<file path="config.mk">
export PLATFORM = sky130hd
export DESIGN_NAME = timed_event_priority_queue
export DESIGN_NICKNAME = d
export VERILOG_FILES = /design/src/rtl/tepq_pkg.sv /design/src/rtl/tepq_dp.sv /design/src/rtl/tepq_ctrl.sv /design/src/rtl/timed_event_priority_queue.sv
export SDC_FILE = /design/constraint.sdc
export NUM_CORES = 2
export LEC_CHECK = 0
export BUFFER_PORTS_ARGS = -buffer_cell sky130_fd_sc_hd__buf_2
export CAP_MARGIN = 40
export CORE_MARGIN = 2
export CORE_UTILIZATION = 40
export CTS_CLUSTER_SIZE = 10
export DETAILED_ROUTE_END_ITERATION = 10
export PLACE_DENSITY_LB_ADDON = 0.08
export SLEW_MARGIN = 30
export SYNTH_ARGS = -nofsm -noshare
export SYNTH_HDL_FRONTEND = slang
export SYNTH_SLANG_ARGS = --single-unit
</file>
<file path="constraint.sdc">
create_clock -name clk -period 14 [get_ports clk]
set_input_delay 0.7 -clock clk [delete_from_list [all_inputs] [get_ports clk]]
set_output_delay 0.7 -clock clk [all_outputs]
set_load 0.02 [all_outputs]
</file>
<file path="src/rtl/tepq_pkg.sv">
// ----------------------------------------------------------------------------
// tepq_pkg
// Shared constants and types for the timed event priority queue.
// ----------------------------------------------------------------------------
package tepq_pkg;

  localparam int DEPTH     = 16;
  localparam int IDX_W     = $clog2(DEPTH);
  localparam int CNT_W     = $clog2(DEPTH + 1);
  localparam int TIME_W    = 32;
  localparam int ADDR_W    = 32;
  localparam int ARG_W     = 32;
  localparam int PENDING_W = 5;

  localparam logic [1:0] KIND_QUEUE = 2'd0;
  localparam logic [1:0] KIND_CHECK = 2'd1;
  localparam logic [1:0] KIND_CLEAR = 2'd2;

  typedef struct packed {
    logic [TIME_W-1:0] due;
    logic              cls;
    logic [ADDR_W-1:0] handler;
    logic [ARG_W-1:0]  arg;
  } entry_t;

  typedef enum logic [2:0] {
    RES_IDLE,
    RES_INS,
    RES_FULL,
    RES_POP,
    RES_CLEAR
  } res_op_t;

  typedef struct packed {
    logic    load;
    logic    rd_top;
    logic    rd_next;
    logic    shift;
    logic    wr_new;
    logic    new_zero;
    logic    res_en;
    res_op_t res_op;
  } dp_cmd_t;

  typedef struct packed {
    logic [1:0] kind;
    logic       cnt_zero;
    logic       cnt_full;
    logic       enable;
    logic       due_le;
    logic       idx_zero;
  } dp_status_t;

endpackage

</file>
<file path="src/rtl/tepq_dp.sv">
// ----------------------------------------------------------------------------
// tepq_dp
// Datapath: item registers, sorted event memory, count, flags and results.
// ----------------------------------------------------------------------------
module tepq_dp
  import tepq_pkg::*;
(
  input  logic                 clk,
  input  logic                 rst,
  input  dp_cmd_t              cmd,
  output dp_status_t           status,
  input  logic [1:0]           kind,
  input  logic [TIME_W-1:0]    event_time,
  input  logic                 handler_class,
  input  logic [ADDR_W-1:0]    handler_addr,
  input  logic [ARG_W-1:0]     argument,
  input  logic                 cfg_we,
  input  logic                 cfg_data,
  output logic                 delivered,
  output logic                 out_class,
  output logic [ADDR_W-1:0]    out_handler,
  output logic [ARG_W-1:0]     out_argument,
  output logic                 queue_full,
  output logic [PENDING_W-1:0] pending,
  output logic                 delivered_seen
);

  entry_t           mem [DEPTH];
  entry_t           rdata;
  entry_t           item;
  logic [1:0]       item_kind;
  logic [CNT_W-1:0] count;
  logic [IDX_W-1:0] idx;
  logic             flag;
  logic             enable;

  logic [CNT_W-1:0] cnt_m1;
  logic [IDX_W-1:0] top_idx;
  logic [IDX_W-1:0] idx_up;
  logic [IDX_W-1:0] idx_dn;
  logic [IDX_W-1:0] new_addr;

  assign cnt_m1   = count - CNT_W'(1);
  assign top_idx  = cnt_m1[IDX_W-1:0];
  assign idx_up   = idx + IDX_W'(1);
  assign idx_dn   = idx - IDX_W'(1);
  assign new_addr = cmd.new_zero ? IDX_W'(0) : idx_up;

  assign status.kind     = item_kind;
  assign status.cnt_zero = (count == CNT_W'(0));
  assign status.cnt_full = (count >= CNT_W'(DEPTH));
  assign status.enable   = enable;
  assign status.due_le   = (rdata.due <= item.due);
  assign status.idx_zero = (idx == IDX_W'(0));

  assign pending        = PENDING_W'(count);
  assign delivered_seen = flag;

  always_ff @(posedge clk) begin
    if (cmd.load) begin
      item_kind    <= kind;
      item.due     <= event_time;
      item.cls     <= handler_class;
      item.handler <= handler_addr;
      item.arg     <= argument;
    end
    if (cmd.rd_top) begin
      rdata <= mem[top_idx];
      idx   <= top_idx;
    end else if (cmd.rd_next) begin
      rdata <= mem[idx_dn];
      idx   <= idx_dn;
    end
    if (cmd.shift) begin
      mem[idx_up] <= rdata;
    end else if (cmd.wr_new) begin
      mem[new_addr] <= item;
    end
  end

  always_ff @(posedge clk) begin
    if (rst) begin
      count  <= '0;
      flag   <= 1'b0;
      enable <= 1'b1;
    end else begin
      if (cfg_we) begin
        enable <= cfg_data;
      end
      if (cmd.res_en) begin
        unique case (cmd.res_op)
          RES_INS:   count <= count + CNT_W'(1);
          RES_POP: begin
            count <= cnt_m1;
            flag  <= 1'b1;
          end
          RES_CLEAR: flag <= 1'b0;
          default:   ;
        endcase
      end
    end
  end

  always_ff @(posedge clk) begin
    if (cmd.res_en) begin
      delivered    <= (cmd.res_op == RES_POP);
      queue_full   <= (cmd.res_op == RES_FULL);
      if (cmd.res_op == RES_POP) begin
        out_class    <= rdata.cls;
        out_handler  <= rdata.handler;
        out_argument <= rdata.arg;
      end else begin
        out_class    <= 1'b0;
        out_handler  <= '0;
        out_argument <= '0;
      end
    end
  end

endmodule

</file>
<file path="src/rtl/tepq_ctrl.sv">
// ----------------------------------------------------------------------------
// tepq_ctrl
// Controller: sequences insert walks, pops and flag updates for one item.
// ----------------------------------------------------------------------------
module tepq_ctrl
  import tepq_pkg::*;
(
  input  logic       clk,
  input  logic       rst,
  input  logic       start,
  input  dp_status_t status,
  output dp_cmd_t    cmd,
  output logic       busy,
  output logic       done
);

  typedef enum logic [2:0] {
    S_IDLE,
    S_DISPATCH,
    S_WALK,
    S_NEW0,
    S_POP
  } state_t;

  state_t state;
  state_t state_next;

  always_comb begin
    cmd        = '0;
    cmd.res_op = RES_IDLE;
    state_next = state;
    unique case (state)
      S_IDLE: begin
        if (start) begin
          cmd.load   = 1'b1;
          state_next = S_DISPATCH;
        end
      end
      S_DISPATCH: begin
        unique case (status.kind)
          KIND_QUEUE: begin
            if (status.cnt_full) begin
              cmd.res_en = 1'b1;
              cmd.res_op = RES_FULL;
              state_next = S_IDLE;
            end else if (status.cnt_zero) begin
              cmd.wr_new   = 1'b1;
              cmd.new_zero = 1'b1;
              cmd.res_en   = 1'b1;
              cmd.res_op   = RES_INS;
              state_next   = S_IDLE;
            end else begin
              cmd.rd_top = 1'b1;
              state_next = S_WALK;
            end
          end
          KIND_CHECK: begin
            if (status.cnt_zero || !status.enable) begin
              cmd.res_en = 1'b1;
              state_next = S_IDLE;
            end else begin
              cmd.rd_top = 1'b1;
              state_next = S_POP;
            end
          end
          KIND_CLEAR: begin
            cmd.res_en = 1'b1;
            cmd.res_op = RES_CLEAR;
            state_next = S_IDLE;
          end
          default: begin
            cmd.res_en = 1'b1;
            state_next = S_IDLE;
          end
        endcase
      end
      S_WALK: begin
        if (status.due_le) begin
          cmd.shift = 1'b1;
          if (status.idx_zero) begin
            state_next = S_NEW0;
          end else begin
            cmd.rd_next = 1'b1;
          end
        end else begin
          cmd.wr_new = 1'b1;
          cmd.res_en = 1'b1;
          cmd.res_op = RES_INS;
          state_next = S_IDLE;
        end
      end
      S_NEW0: begin
        cmd.wr_new   = 1'b1;
        cmd.new_zero = 1'b1;
        cmd.res_en   = 1'b1;
        cmd.res_op   = RES_INS;
        state_next   = S_IDLE;
      end
      S_POP: begin
        cmd.res_en = 1'b1;
        cmd.res_op = status.due_le ? RES_POP : RES_IDLE;
        state_next = S_IDLE;
      end
      default: begin
        state_next = S_IDLE;
      end
    endcase
  end

  always_ff @(posedge clk) begin
    if (rst) begin
      state <= S_IDLE;
      busy  <= 1'b0;
      done  <= 1'b0;
    end else begin
      state <= state_next;
      done  <= cmd.res_en;
      if (cmd.load) begin
        busy <= 1'b1;
      end else if (cmd.res_en) begin
        busy <= 1'b0;
      end
    end
  end

endmodule

</file>
<file path="src/rtl/timed_event_priority_queue.sv">
// ----------------------------------------------------------------------------
// timed_event_priority_queue
// Keeps up to DEPTH timed events sorted by due time and delivers due ones.
//
//   Channel   Handshake               Beat contents
//   command   start, busy             kind, event_time, handler_class,
//                                     handler_addr, argument
//   result    done (one-cycle)        delivered, out_class, out_handler,
//                                     out_argument, queue_full, pending,
//                                     delivered_seen
//   config    cfg_valid, cfg_ready    cfg_data (delivery_enable)
//
// A command beat is taken when start is high and busy is low; its result
// is strobed by done once the controller returns to idle. A check that
// reads the queue head passes through an extra pop state, and an insert
// into a non-empty queue walks the event memory one entry per cycle from
// the head down past every entry due at or before the new one. Synchronous
// reset empties the queue, clears the sticky flag and enables delivery.
// Results cannot be stalled.
// ----------------------------------------------------------------------------
module timed_event_priority_queue
  import tepq_pkg::*;
(
  input  logic                 clk,
  input  logic                 rst,
  input  logic                 start,
  output logic                 busy,
  input  logic [1:0]           kind,
  input  logic [TIME_W-1:0]    event_time,
  input  logic                 handler_class,
  input  logic [ADDR_W-1:0]    handler_addr,
  input  logic [ARG_W-1:0]     argument,
  output logic                 done,
  output logic                 delivered,
  output logic                 out_class,
  output logic [ADDR_W-1:0]    out_handler,
  output logic [ARG_W-1:0]     out_argument,
  output logic                 queue_full,
  output logic [PENDING_W-1:0] pending,
  output logic                 delivered_seen,
  input  logic                 cfg_valid,
  output logic                 cfg_ready,
  input  logic                 cfg_data
);

  dp_cmd_t    cmd;
  dp_status_t status;

  assign cfg_ready = 1'b1;

  tepq_ctrl u_ctrl (
    .clk    (clk),
    .rst    (rst),
    .start  (start),
    .status (status),
    .cmd    (cmd),
    .busy   (busy),
    .done   (done)
  );

  tepq_dp u_dp (
    .clk            (clk),
    .rst            (rst),
    .cmd            (cmd),
    .status         (status),
    .kind           (kind),
    .event_time     (event_time),
    .handler_class  (handler_class),
    .handler_addr   (handler_addr),
    .argument       (argument),
    .cfg_we         (cfg_valid & cfg_ready),
    .cfg_data       (cfg_data),
    .delivered      (delivered),
    .out_class      (out_class),
    .out_handler    (out_handler),
    .out_argument   (out_argument),
    .queue_full     (queue_full),
    .pending        (pending),
    .delivered_seen (delivered_seen)
  );

endmodule

</file>
==> flow_summary.toml <==
[synth]
synth_top_cell_by_area = "edfxtp_1"
synth_ff_type = "edfxtp_1"
yosys_warnings = 0
yosys-top-cells-area = "edfxtp_1 67%, mux4_2 27%, mux2_2 2.3%"
synth_cell_types = 47
yosysTopAreaCellShare = 0.667
ys_seq_elements = 1831
seq_area_frac_synth = 0.670
synth.net_count = 3743
async_reset_ff_frac = 0
avgSynthCellArea_um2 = 22.7
netlist_area_mm2 = 0.0818
synth-edff-count = 1819
syn_inst = 3603

[cts]
clock_sinks = 1831
clk_latency_ns = 0.85
htree_levels = 4
cts_buffers = 212
cts_resized = 0
clock_path_buffers = 3
clk_pin_slew_worst_paths_ns = 0.06
clockRootBuffer = "clkbuf_16"
cts_tree = "built"

[timing]
holdWs_ns = 0.0662
slew_violations = 0
slew_headroom = 0.321
setup_ws_ns = 8.99
fin_crit_sh = 0.358
rsz0062_at_grt = "no"
worstMarginPinSlew_ns = 1.02
period_minus_slack_ns = 5.01
hold_viol_final = 0
setup_viol = 0
skew_ns = 0.0284
fin_tns_setup_ns = 0
fmax_mhz = 200

[routing]
dr.pass1.iters = 5
wl_mm = 227
drc = 0
antenna_left = 0
via_count = 41206
drt_iter0_markers = 3881
viasPerCell = 6.10
wl_per_cell_um = 33.6

[finish]
area_growth_syn_to_layout_pct = 14.9
layout_commonest_cell = "edfxtp_1"
final_cells = 6759
fillers = 16823
layout.nets = 4120
stdcell_area_mm2 = 0.0940
drive_gt1_frac = 0.426
most-common-layout-cells = "1819 x edfxtp_1, 970 x mux4_2, 216 x clkbuf_16"
final_util = 0.461

[worst_setup_path]
critPathArrivalTime_ns = 5.47
r2r.worst_path.cells = 7
critical_path.endpoint_type = "flop"
r2r_start = "u_dp.idx[0]"
crit_fanout = 124
cp_data_required_time_ns = 14.46
r2r_slack_ns = 8.99
r2r-end = "u_dp.mem[11][47]"
cp-start-kind = "flop"
crit_type = "flop to flop"
critPathLaunch = "u_dp.idx[0]"

[pwr]
p_total_mw = 11.3
p_leak_nw = 29.0
irDropWorstVdd_mv = 0.126
p_per_area_mw_per_mm2 = 120

[placement]
routabilityCongestion = 0.772
placed_cells = 6358
place_hpwl_mm = 118
placedInstanceArea_mm2 = 0.0870
io_buffers = 178
pre_cts_ws_ns = 8.57

[global_routing]
grt.met1_usage = 0.285
use_met2 = 0.378
grt_max_degree = 147
gr-usage-all-layers = 0.219
grtUsageMet3 = 0.0309
grt_pass1_wl_mm = 326
antenna_found_initial = 4
gr-total-overflow = 0
busiest_layer = "met2"
grt_pass1_vias = 45364

[floorplan]
ioPinCount = 180
row_count = 166
coreArea_mm2 = 0.204
die_y_um = 456
start_util = 0.401
die-area_mm2 = 0.208
fp.dieW_um = 456

[min_path]
hp-start = "argument[0]"
hold_depth = 1
min_to = "u_dp.item[0]"
min_path_type = "input pin to flop"

[flow_run]
max_cap_violations = 0

[status]
outcome = "completed"
==> state kept, by name (all words and copies together), names as in the netlist, 2 cells and up <==
| name | count |
|---|---|
| u_ctrl.state | 3 |
| u_dp.idx | 4 |
| u_dp.item | 97 |
| u_dp.item_kind | 2 |
| u_dp.mem | 1552 |
| u_dp.out_argument | 32 |
| u_dp.out_handler | 32 |
| u_dp.pending | 5 |
| u_dp.rdata | 97 |
==> where the power goes <==
part | internal (mW) | leakage (nW) | switching, mW
Sequential | 6.02 | 16.6 | 0.0183
Clock | 2.79 | 2.86 | 2.12
Combinational | 0.174 | 9.59 | 0.201
==> Yosys cell counts, types with 2 or more instances <==
cell / instances
a211oi_1: 2
a21o_1: 3
a21oi_1: 23
a221oi_1: 2
and2_1: 69
buf_1: 62
buf_2: 17
buf_4: 2
clkbuf_1: 175
dfxtp_1: 12
edfxtp_1: 1819
ha_1: 36
inv_1: 42
mux2_1: 2
mux2_2: 164
mux2i_1: 5
mux4_2: 970
nand2_1: 51
nand2b_1: 4
nand3_1: 9
nand4_1: 9
nor2_1: 33
nor2b_1: 6
nor3_1: 8
nor3b_1: 3
nor4b_1: 2
o211ai_1: 2
o21ai_0: 41
o21ba_2: 2
o2bb2ai_1: 2
or2_2: 3
or3_1: 4
or4_1: 2
xnor2_1: 4
==> metal layers <==
layer,part of all wire,routed length [um]
met3,0.047,10600
met4,0.035,7870
met5,0,0
met2,0.51,117000
met1,0.40,91900
==> cells by family after synthesis <==
group                    synth area share
AO/OA/AOI/OAI                     0.00619
XOR/XNOR                         0.000535
adder cells (fa/ha/maj)           0.00550
buffers and inverters              0.0140
flip-flops                          0.670
multiplexers                        0.290
other                           0.0000458
AND/OR/NAND/NOR                    0.0130
==> worst max path at each step <==
stage / slack (ns) / cells past startpoint / end
4_1_cts: 8.57 / 11 / u_dp.mem[11][49]
2_1_floorplan: 3.89 / 10 / u_dp.mem[0][0]
5_1_grt: 8.83 / 7 / u_dp.mem[11][48]
3_5_place_dp: 8.57 / 11 / u_dp.mem[11][47]
6_report: 8.99 / 7 / u_dp.mem[11][47]
3_3_place_gp: 8.18 / 10 / u_dp.mem[13][92]
==> worst max-delay path: stages, from the launching register on <==
cell and delay (ns):
edfxtp_1 0.36, inv_1 0.12, ha_4 0.67, buf_12 0.65
nand3_1 0.53, nor2_4 0.66, buf_4 0.72, buf_4 0.72
==> timing repair <==
item	CTS	global route
hold buffers	88	0
endpoints found under the hold margin	88	0
setup buffers	0	0
==> cell type report <==
cell class / count / area, um2 / area share
clock inverters: 45 / 304 / 0.00323
well taps: 2688 / 3360 / 0.0358
repair buffers: 419 / 3690 / 0.0393
diodes: 1 / 2.50 / 0.0000266
clock buffers: 259 / 5570 / 0.0592
inverters: 42 / 166 / 0.00177
multi-input cells: 1474 / 26000 / 0.277
flip-flops and latches: 1831 / 54900 / 0.584
No activity file was read; power rests on OpenSTA's default activity.
